===== src/rtl/rsb_pkg.sv =====
`default_nettype none

package rsb_pkg;

  // Width of the bits_marked result field
  localparam int unsigned COUNT_W = 32;

  // Operation codes carried on the input tuser
  localparam logic OP_SET  = 1'b0;
  localparam logic OP_TEST = 1'b1;

  typedef enum logic [2:0] {
    ST_IDLE,
    ST_CHECK,
    ST_PREP,
    ST_WALK,
    ST_DRAIN,
    ST_TREAD,
    ST_DONE
  } rsb_state_t;

  // Result handed from the sequencer to the output register
  typedef struct packed {
    logic               valid;
    logic [COUNT_W-1:0] bits_marked;
    logic               bit_present;
  } rsb_res_t;

endpackage

`default_nettype wire


===== src/rtl/rsb_ctrl.sv =====
`default_nettype none

module rsb_ctrl #(
  parameter int unsigned MAP_BITS  = 65536,
  parameter int unsigned WORD_BITS = 64,
  parameter int unsigned AW        = 10
) (
  input  wire                  clk,
  input  wire                  rst_n,
  input  wire                  store_ready,
  input  wire                  in_valid,
  output logic                 in_ready,
  input  wire                  in_op,
  input  wire  [31:0]          in_idx,
  input  wire  [31:0]          in_len,
  output rsb_pkg::rsb_res_t    res,
  input  wire                  res_ready,
  output logic                 rd_en,
  output logic [AW-1:0]        rd_addr,
  input  wire  [WORD_BITS-1:0] rd_data,
  output logic                 wr_en,
  output logic [AW-1:0]        wr_addr,
  output logic [WORD_BITS-1:0] wr_data
);

  localparam int unsigned WW = $clog2(WORD_BITS);
  localparam logic [WORD_BITS-1:0] ALL_ONES = {WORD_BITS{1'b1}};

  rsb_pkg::rsb_state_t state_r, state_nxt;

  logic                 op_r, op_nxt;
  logic [31:0]          idx_r, idx_nxt;
  logic [31:0]          len_r, len_nxt;
  logic [31:0]          last_r, last_nxt;
  logic                 ok_r, ok_nxt;
  logic [31:0]          highest_r, highest_nxt;
  logic [AW-1:0]        w0_r, w0_nxt;
  logic [AW-1:0]        w1_r, w1_nxt;
  logic [AW-1:0]        cur_w_r, cur_w_nxt;
  logic [WORD_BITS-1:0] first_mask_r, first_mask_nxt;
  logic [WORD_BITS-1:0] last_mask_r, last_mask_nxt;
  logic                 pend_valid_r, pend_valid_nxt;
  logic [AW-1:0]        pend_addr_r, pend_addr_nxt;
  logic [31:0]          marked_r, marked_nxt;
  logic                 present_r, present_nxt;
  logic [32:0]          last_full;
  logic                 test_out;
  logic [WORD_BITS-1:0] mask;

  assign last_full = {1'b0, idx_r} + {1'b0, len_r} - 33'd1;
  assign test_out  = (idx_r > highest_r) || (idx_r >= 32'(MAP_BITS));

  // Next state
  always_comb begin
    state_nxt = state_r;
    unique case (state_r)
      rsb_pkg::ST_IDLE:  if (in_valid && in_ready) state_nxt = rsb_pkg::ST_CHECK;
      rsb_pkg::ST_CHECK: begin
        if (op_r == rsb_pkg::OP_TEST) begin
          state_nxt = test_out ? rsb_pkg::ST_DONE : rsb_pkg::ST_TREAD;
        end else begin
          state_nxt = ok_nxt ? rsb_pkg::ST_PREP : rsb_pkg::ST_DONE;
        end
      end
      rsb_pkg::ST_PREP:  state_nxt = rsb_pkg::ST_WALK;
      rsb_pkg::ST_WALK:  if (cur_w_r == w1_r) state_nxt = rsb_pkg::ST_DRAIN;
      rsb_pkg::ST_DRAIN: state_nxt = rsb_pkg::ST_DONE;
      rsb_pkg::ST_TREAD: state_nxt = rsb_pkg::ST_DONE;
      rsb_pkg::ST_DONE:  if (res_ready) state_nxt = rsb_pkg::ST_IDLE;
      default:           state_nxt = rsb_pkg::ST_IDLE;
    endcase
  end

  // Outputs to the store and the channels
  always_comb begin
    in_ready  = 1'b0;
    rd_en     = 1'b0;
    rd_addr   = cur_w_r;
    res.valid = 1'b0;
    unique case (state_r)
      rsb_pkg::ST_IDLE:  in_ready = store_ready;
      rsb_pkg::ST_CHECK: begin
        rd_addr = idx_r[WW +: AW];
        rd_en   = (op_r == rsb_pkg::OP_TEST) && !test_out;
      end
      rsb_pkg::ST_WALK:  rd_en = 1'b1;
      rsb_pkg::ST_DONE:  res.valid = 1'b1;
      default: ;
    endcase
    res.bits_marked = marked_r;
    res.bit_present = present_r;

    mask = ALL_ONES;
    if (pend_addr_r == w0_r) mask = mask & first_mask_r;
    if (pend_addr_r == w1_r) mask = mask & last_mask_r;
    wr_en   = pend_valid_r;
    wr_addr = pend_addr_r;
    wr_data = rd_data | mask;
  end

  // Datapath
  always_comb begin
    op_nxt         = op_r;
    idx_nxt        = idx_r;
    len_nxt        = len_r;
    last_nxt       = last_r;
    ok_nxt         = (len_r != 32'd0) && (last_full < 33'(MAP_BITS));
    highest_nxt    = highest_r;
    w0_nxt         = w0_r;
    w1_nxt         = w1_r;
    cur_w_nxt      = cur_w_r;
    first_mask_nxt = first_mask_r;
    last_mask_nxt  = last_mask_r;
    pend_valid_nxt = 1'b0;
    pend_addr_nxt  = cur_w_r;
    marked_nxt     = marked_r;
    present_nxt    = present_r;
    unique case (state_r)
      rsb_pkg::ST_IDLE: begin
        if (in_valid && in_ready) begin
          op_nxt  = in_op;
          idx_nxt = in_idx;
          len_nxt = in_len;
        end
      end
      rsb_pkg::ST_CHECK: begin
        marked_nxt  = 32'd0;
        present_nxt = 1'b0;
        last_nxt    = last_full[31:0];
        if (op_r == rsb_pkg::OP_SET && ok_nxt) begin
          marked_nxt = len_r;
          if (last_full[31:0] > highest_r) highest_nxt = last_full[31:0];
        end
      end
      rsb_pkg::ST_PREP: begin
        w0_nxt         = idx_r[WW +: AW];
        w1_nxt         = last_r[WW +: AW];
        cur_w_nxt      = idx_r[WW +: AW];
        first_mask_nxt = ALL_ONES << idx_r[WW-1:0];
        last_mask_nxt  = ALL_ONES >> (WW'(WORD_BITS - 1) - last_r[WW-1:0]);
      end
      rsb_pkg::ST_WALK: begin
        pend_valid_nxt = 1'b1;
        cur_w_nxt      = cur_w_r + AW'(1);
      end
      rsb_pkg::ST_TREAD: present_nxt = rd_data[idx_r[WW-1:0]];
      default: ;
    endcase
  end

  always_ff @(posedge clk) begin
    if (!rst_n) begin
      state_r      <= rsb_pkg::ST_IDLE;
      highest_r    <= '0;
      pend_valid_r <= 1'b0;
    end else begin
      state_r      <= state_nxt;
      highest_r    <= highest_nxt;
      pend_valid_r <= pend_valid_nxt;
    end
  end

  always_ff @(posedge clk) begin
    op_r         <= op_nxt;
    idx_r        <= idx_nxt;
    len_r        <= len_nxt;
    last_r       <= last_nxt;
    ok_r         <= ok_nxt;
    w0_r         <= w0_nxt;
    w1_r         <= w1_nxt;
    cur_w_r      <= cur_w_nxt;
    first_mask_r <= first_mask_nxt;
    last_mask_r  <= last_mask_nxt;
    pend_addr_r  <= pend_addr_nxt;
    marked_r     <= marked_nxt;
    present_r    <= present_nxt;
  end

  // A write back always follows a read issued by the walk.
  a_write_after_walk: assert property (@(posedge clk) disable iff (!rst_n)
    wr_en |-> $past(state_r == rsb_pkg::ST_WALK))
    else $error("write back without a preceding walk read");

  // The walk never passes the last word of the run.
  a_walk_in_range: assert property (@(posedge clk) disable iff (!rst_n)
    (state_r == rsb_pkg::ST_WALK) |-> (cur_w_r <= w1_r && cur_w_r >= w0_r))
    else $error("walk address outside the run");

  // A bit test samples data read in the cycle before.
  a_test_read: assert property (@(posedge clk) disable iff (!rst_n)
    (state_r == rsb_pkg::ST_TREAD) |-> $past(rd_en))
    else $error("bit test without a store read");

  // Only a successful set walks the store.
  a_set_ok: assert property (@(posedge clk) disable iff (!rst_n)
    (state_r == rsb_pkg::ST_PREP) |-> (ok_r && op_r == rsb_pkg::OP_SET))
    else $error("walk started for a rejected request");

endmodule

`default_nettype wire


===== config.mk =====
export PLATFORM = sky130hd
export DESIGN_NAME = rsb_ctrl
export DESIGN_NICKNAME = d
export VERILOG_FILES = /design/src/rtl/rsb_pkg.sv /design/src/rtl/rsb_ctrl.sv
export SDC_FILE = /design/constraint.sdc
export NUM_CORES = 1
export LEC_CHECK = 0
export BUFFER_PORTS_ARGS = -buffer_cell sky130_fd_sc_hd__buf_2
export CORE_MARGIN = 2
export CORE_UTILIZATION = 46
export DETAILED_ROUTE_END_ITERATION = 16
export PLACE_DENSITY = 0.69
export SLEW_MARGIN = 40
export SYNTH_ARGS = -nofsm -noshare
export SYNTH_HDL_FRONTEND = slang
export SYNTH_SLANG_ARGS = --single-unit

===== constraint.sdc =====
create_clock -name clk -period 7.21 [get_ports clk]
set_input_delay 1.442 -clock clk [delete_from_list [all_inputs] [get_ports clk]]
set_output_delay 1.442 -clock clk [all_outputs]
set_load 0.01 [all_outputs]

**Word level (Yosys, flattened, before mapping)**

Index checks and enable logic that the tools add are counted.

- Logic and storage cells: 73
- Register bits: 318
- Input port bits: 134
- Output and inout port bits: 121

- Reductions and logical operators: 14
- Multiplexer cells: 18
- Bitwise operators: 3
- Shifts and indexed selects: 2
- $lt $le $gt $ge: 5
- Add/subtract/negate cells: 4
- Equal/unequal tests: 12

Operators with widths:

| kind | count |
|---|---|
| $mux W64 | 2 |
| $and A64 B64 Y64 | 1 |
| $gt A32 B32 Y1 | 2 |
| $or A64 B64 Y64 | 1 |
| $shl A64 B6 Y64 const A | 1 |
| $shr A64 B6 Y64 const A | 1 |
| $add A32 B32 Y33 | 1 |
| $lt A33 B17 Y1 const B | 1 |
| $sub A33 B1 Y33 const B | 1 |
| $ge A32 B17 Y1 const B | 1 |
| $reduce_bool A32 Y1 | 1 |
| $eq A10 B10 Y1 | 3 |
| $pmux W10 S2 | 1 |
| $pmux W3 S6 | 1 |
| $mux W3 | 5 |
| $add A10 B1 Y10 const B | 1 |
| $mux W10 | 1 |
| $eq A3 B3 Y1 const B | 3 |
| $lt A6 B7 Y1 const B | 1 |
| $bmux W1 S6 | 1 |
| $eq A3 B2 Y1 const B | 2 |
| $ne A2 B2 Y1 const B | 3 |
| $reduce_and A3 Y1 | 2 |
| $sub A6 B6 Y6 const A | 1 |
| 12 further kinds | 20 |

**Logic depth before layout (Yosys ltp)**

- Depth after elaboration: 7
- Mapped depth: 27
- Depth with buffers taken out: 22

**Worst setup path after synthesis**

Ideal clock, no wire load.

- Path kind: reg2reg
- Start: register idx_r[1]
- End: register highest_r[6]
- Setup time: 0.072 ns
- Data required time: 7.138 ns
- Stages on the path, launching flop included: 27
- Period minus slack after synthesis: 5.630 ns
- Arrival: 5.557 ns
- Buffers on the path: 5
- Path slack: 1.580 ns
- Cell sequence: edfxtp_1 -> clkbuf_1 -> clkbuf_1 -> inv_1 -> buf_1 -> ha_1 -> inv_1 -> ha_1 -> fa_1 -> a21o_1 -> a221o_1 -> nand4_2 -> nand3_1 -> xnor2_1 -> inv_1 -> ha_1 -> nand4_1 -> nor4_1 -> o2111ai_1 -> nand4_1 -> a21oi_1 -> o311ai_1 -> o311a_1 -> buf_4 -> buf_2 -> nand3_1 -> a21oi_1

- Longest elaborated chain between the ends: 6
- Elaborated cells between the ends (all ways): 7
- Those cells by class: 2 x add/sub; 2 x order compare; 3 x reduce/logical

RTL lines:

| what | line | source |
|---|---|---|
| start: declaration | rsb_ctrl.sv:32 | `logic [31:0] idx_r, idx_nxt;` |
| start signal: assignment | rsb_ctrl.sv:165 | `idx_r <= idx_nxt;` |
| $add A32 B32 Y33 (*) | rsb_ctrl.sv:50 | `assign last_full = {1'b0, idx_r} + {1'b0, len_r} - 33'd1;` |
| $sub A33 B1 Y33 (*) | rsb_ctrl.sv:50 |  |
| via last_full[17] | rsb_ctrl.sv:46 | `logic [32:0] last_full;` |
| $lt A33 B17 Y1 | rsb_ctrl.sv:107 | `ok_nxt = (len_r != 32'd0) && (last_full < 33'(MAP_BITS));` |
| $logic_and A1 B1 Y1 | rsb_ctrl.sv:107 |  |
| $logic_and A1 B1 Y1 | rsb_ctrl.sv:130 | `if (op_r == rsb_pkg::OP_SET && ok_nxt) begin` |
| $reduce_and A3 Y1 (no line) (*) | -- |  |
| end signal: assignment | rsb_ctrl.sv:158 | `highest_r <= highest_nxt;` |
| end: declaration | rsb_ctrl.sv:36 | `logic [31:0] highest_r, highest_nxt;` |

Mark *: on every way through the listed nets, which the timed path passes. The rest lies on a longest branch.
A chain may end at the register's enable or synchronous reset.

**Final worst setup path**

- Start: register idx_r[3]
- End: register highest_r[19]

The elaborated chain is that of the path after synthesis.

==> impl_metrics.py <==
metrics = {
    "power_and_ir_drop": {
        "leakage_uw": 0.007833,
        "ir_drop_v": 0.0002146,
        "p_per_area_nw_per_um2": 339.1,
    },
    "final_layout": {
        "drive_gt1_frac": 0.1988,
        "areaGrowthSynthToFinish_pct": 16.37,
        "mostFrequentLayoutCell": "edfxtp_1",
        "nets": 2107,
        "layout_common_cells": "270 x edfxtp_1, 254 x buf_2, 177 x inv_1",
        "fillCellCount": 3388,
        "stdcell_count": 2382,
        "utilization": 0.5413,
        "antennaDiodeCount": 0,
    },
    "place": {
        "hpwl_um": 36970,
        "dp_slack_ns": 0.8621,
        "placedCellCount": 2318,
        "io_buffers": 254,
        "place.gp.congestion": 0.8999,
    },
    "synthesis": {
        "netlist_area_um2": 17480,
        "synth_edf_count": 270,
        "netlist_instances": 1611,
        "syn-mean-instance-area_um2": 10.85,
        "synthTopCellsByArea": "edfxtp_1 46%, ha_1 9.1%, dfxtp_1 5.3%",
        "synth_nets": 1873,
        "dominantRegCellSynth": "edfxtp_1",
        "yosysWarnings": 0,
        "synth_top_area_share": 0.4639,
        "yosysTopAreaCell": "edfxtp_1",
        "ys_types": 76,
        "synth-async-reset-ratio": 0,
        "synth_seq_area_share": 0.5165,
        "synth_seq_cells": 316,
    },
    "outcome": {
        "status": "finished clean",
    },
    "global_routing": {
        "grt_pass1_wl_um": 73340,
        "grt_util_all_layers": 0.2467,
        "antenna_found_initial": 0,
        "grt_use_met3": 0.05731,
        "grt_pass1_vias": 12796,
        "overflow": 0,
        "use_met2": 0.3881,
        "grt_busiest_layer": "met2",
        "gr-usage-met1": 0.3371,
        "grt_max_degree": 72,
    },
    "clock_tree": {
        "cts_setup_buffers": 0,
        "htree_levels": 2,
        "holdBufCountCts": 0,
        "cts.sink_count": 316,
        "cts_buffers": 35,
        "cts_tree": "done",
        "ctsResizeCount": 0,
        "cts-root-buf": "clkbuf_16",
        "clk_path_buf_depth": 3,
        "clkLatencyLatePin_ns": 0.55,
        "clk_pin_slew_ns": 0.06,
    },
    "sta": {
        "maxSlewViolCount": 0,
        "period_share": 0.8928,
        "fmax_ghz": 0.1553,
        "finalSetupTns_ns": 0,
        "whs_ns": 0.4162,
        "fin_ws_ns": 0.7727,
        "hold_viol_final": 0,
        "rsz0062_at_grt": "no",
        "worst_pin_slew_ns": 0.8348,
        "max_slew_margin": 0.4403,
        "setup-violations-final": 0,
        "final.min_clock_period_ns": 6.437,
        "fin_skew_ns": 0.02445,
    },
    "route": {
        "routed_wl_um": 49580,
        "first_pass_iters": 6,
        "wl_per_cell_um": 20.81,
        "drc": 0,
        "viasPerCell": 5.708,
        "postRouteAntennaNets": 0,
        "drt_iter0_drc": 1077,
        "vias": 13597,
    },
    "floorplanning": {
        "start_util": 0.4652,
        "placementRows": 71,
        "fp.dieW_um": 198.9,
        "die_height_um": 198.9,
        "dieArea_um2": 39570,
        "ios": 255,
        "core_um2": 37580,
    },
    "worst_setup_path": {
        "critPathRequiredTime_ns": 7.63,
        "cp_cell_sequence": "inv_2 > ha_1 > inv_1 > ha_1 > a21o_1 > a221o_1 > nand4_2 > nand3_1 > xnor2_1 > inv_1 > ha_1 > nand4_1 > nor4_1 > o2111ai_1 > nand4_1 > a21oi_1 > o311ai_1 > o311a_1 > nand2_4 > and3_1",
        "crit_cells": 20,
        "max_stage_delay_ns": 0.76,
        "critPathLaunchType": "register",
        "crit_buf_inv": 3,
        "cpMaxStageDelayCell": "o311a_1",
        "worstSetupPathType": "reg2reg",
        "critPathTopFamily": "compound AO/OA/AOI/OAI gates",
        "rr_worst_depth": 20,
        "cpMostUsedCell": "ha_1",
        "path_max_fanout": 18,
        "cp-end-kind": "register",
        "critPathArrivalTime_ns": 6.86,
    },
    "job": {
        "maxCapViolations": 0,
    },
    "worst_hold_path": {
        "min_path_cells": 0,
        "hold_class": "reg2reg",
    },
}
[worst reg2reg max path: stages (launching register included)]
cell and delay, ns:
edfxtp_1 0.72, inv_2 0.34, ha_1 0.38, inv_1 0.04
ha_1 0.34, a21o_1 0.24, a221o_1 0.39, nand4_2 0.15
nand3_1 0.15, xnor2_1 0.31, inv_1 0.09, ha_1 0.31
nand4_1 0.17, nor4_1 0.52, o2111ai_1 0.19, nand4_1 0.18
a21oi_1 0.09, o311ai_1 0.46, o311a_1 0.76, nand2_4 0.24
and3_1 0.27
[layer usage]
layer | vias to the layer above | share of wire
met3 | 92 | 0.095
met1 | 6503 | 0.42
met5 | - | 0
met2 | 650 | 0.45
met4 | 0 | 0.027
li1 | 6352 | -
[cells by family (layout without fill, tap and decap cells)]
logic type,count (synthesis),in the layout,synth area share
simple gates,457,457,0.1383
compound gates,368,368,0.1329
flops,316,316,0.5165
buf+inv,250,510,0.05583
fa+ha+maj,128,128,0.09205
xor+xnor,58,58,0.02906
mux,34,34,0.03529
[registers in the layout, indices dropped and copies added (netlist names)]
signal / count
len_r: 32
op_r: 1
wr_addr: 10
first_mask_r: 63
w1_r: 10
w0_r: 10
cur_w_r: 10
state_r: 3
present_r: 1
last_mask_r: 63
idx_r: 32
highest_r: 32
marked_r: 32
wr_en: 1
last_r: 16
[through the flow]
stage / area, um2 / power (uW)
floorplan: 17480 / 4464
global placement: 19190 / 5166
detailed placement: 19250 / 5225
CTS: 20310 / 6892
global route: 20340 / 7285
finish: 20340 / 6898
[Yosys cell counts (4+ instances only)]
library cell,number
a211oi_1,7
a21boi_0,13
a21o_1,24
a21oi_1,94
a22oi_1,4
a31oi_1,7
and2_1,47
and3_1,27
and4_1,5
clkbuf_1,59
dfxtp_1,46
edfxtp_1,270
ha_1,127
inv_1,177
mux2_2,11
mux4_2,21
nand2_1,87
nand2b_1,68
nand3_1,37
nand4_1,29
nor2_1,86
nor2b_1,6
nor3_1,21
nor4_1,22
o211ai_1,10
o21a_1,16
o21ai_0,79
o21bai_1,11
o22ai_1,62
or2_2,4
or3_1,6
xnor2_1,25
xor2_1,33
[worst paths after layout]
path	start	slack [ns]	to
hold reg to reg	last_r[12]$_DFFE_PP_	0.42	w1_r[6]$_DFFE_PP_
setup / recovery	idx_r[3]$_DFFE_PP_	0.77	highest_r[19]$_SDFFE_PN0P_
hold / removal	last_r[12]$_DFFE_PP_	0.42	w1_r[6]$_DFFE_PP_
setup reg to reg	idx_r[3]$_DFFE_PP_	0.77	highest_r[19]$_SDFFE_PN0P_
[power breakdown]
group	internal (uW)	switching (uW)	leakage, uW
Combinational	873	1550	0.00448
Clock	943	718	0.000515
Sequential	2560	252	0.00284
[layout make-up]
type                    count  area, um2  area share
inverters                 181      679.4     0.03340
clock buffers              53      973.4     0.04786
flip-flops and latches    316       9029      0.4439
repair buffers            266       1385     0.06809
multi-input cells        1045       7543      0.3709
clock inverters            10      91.34    0.004490
well taps                 511      639.4     0.03143
Note: power is estimated with default switching activity, not from simulation.
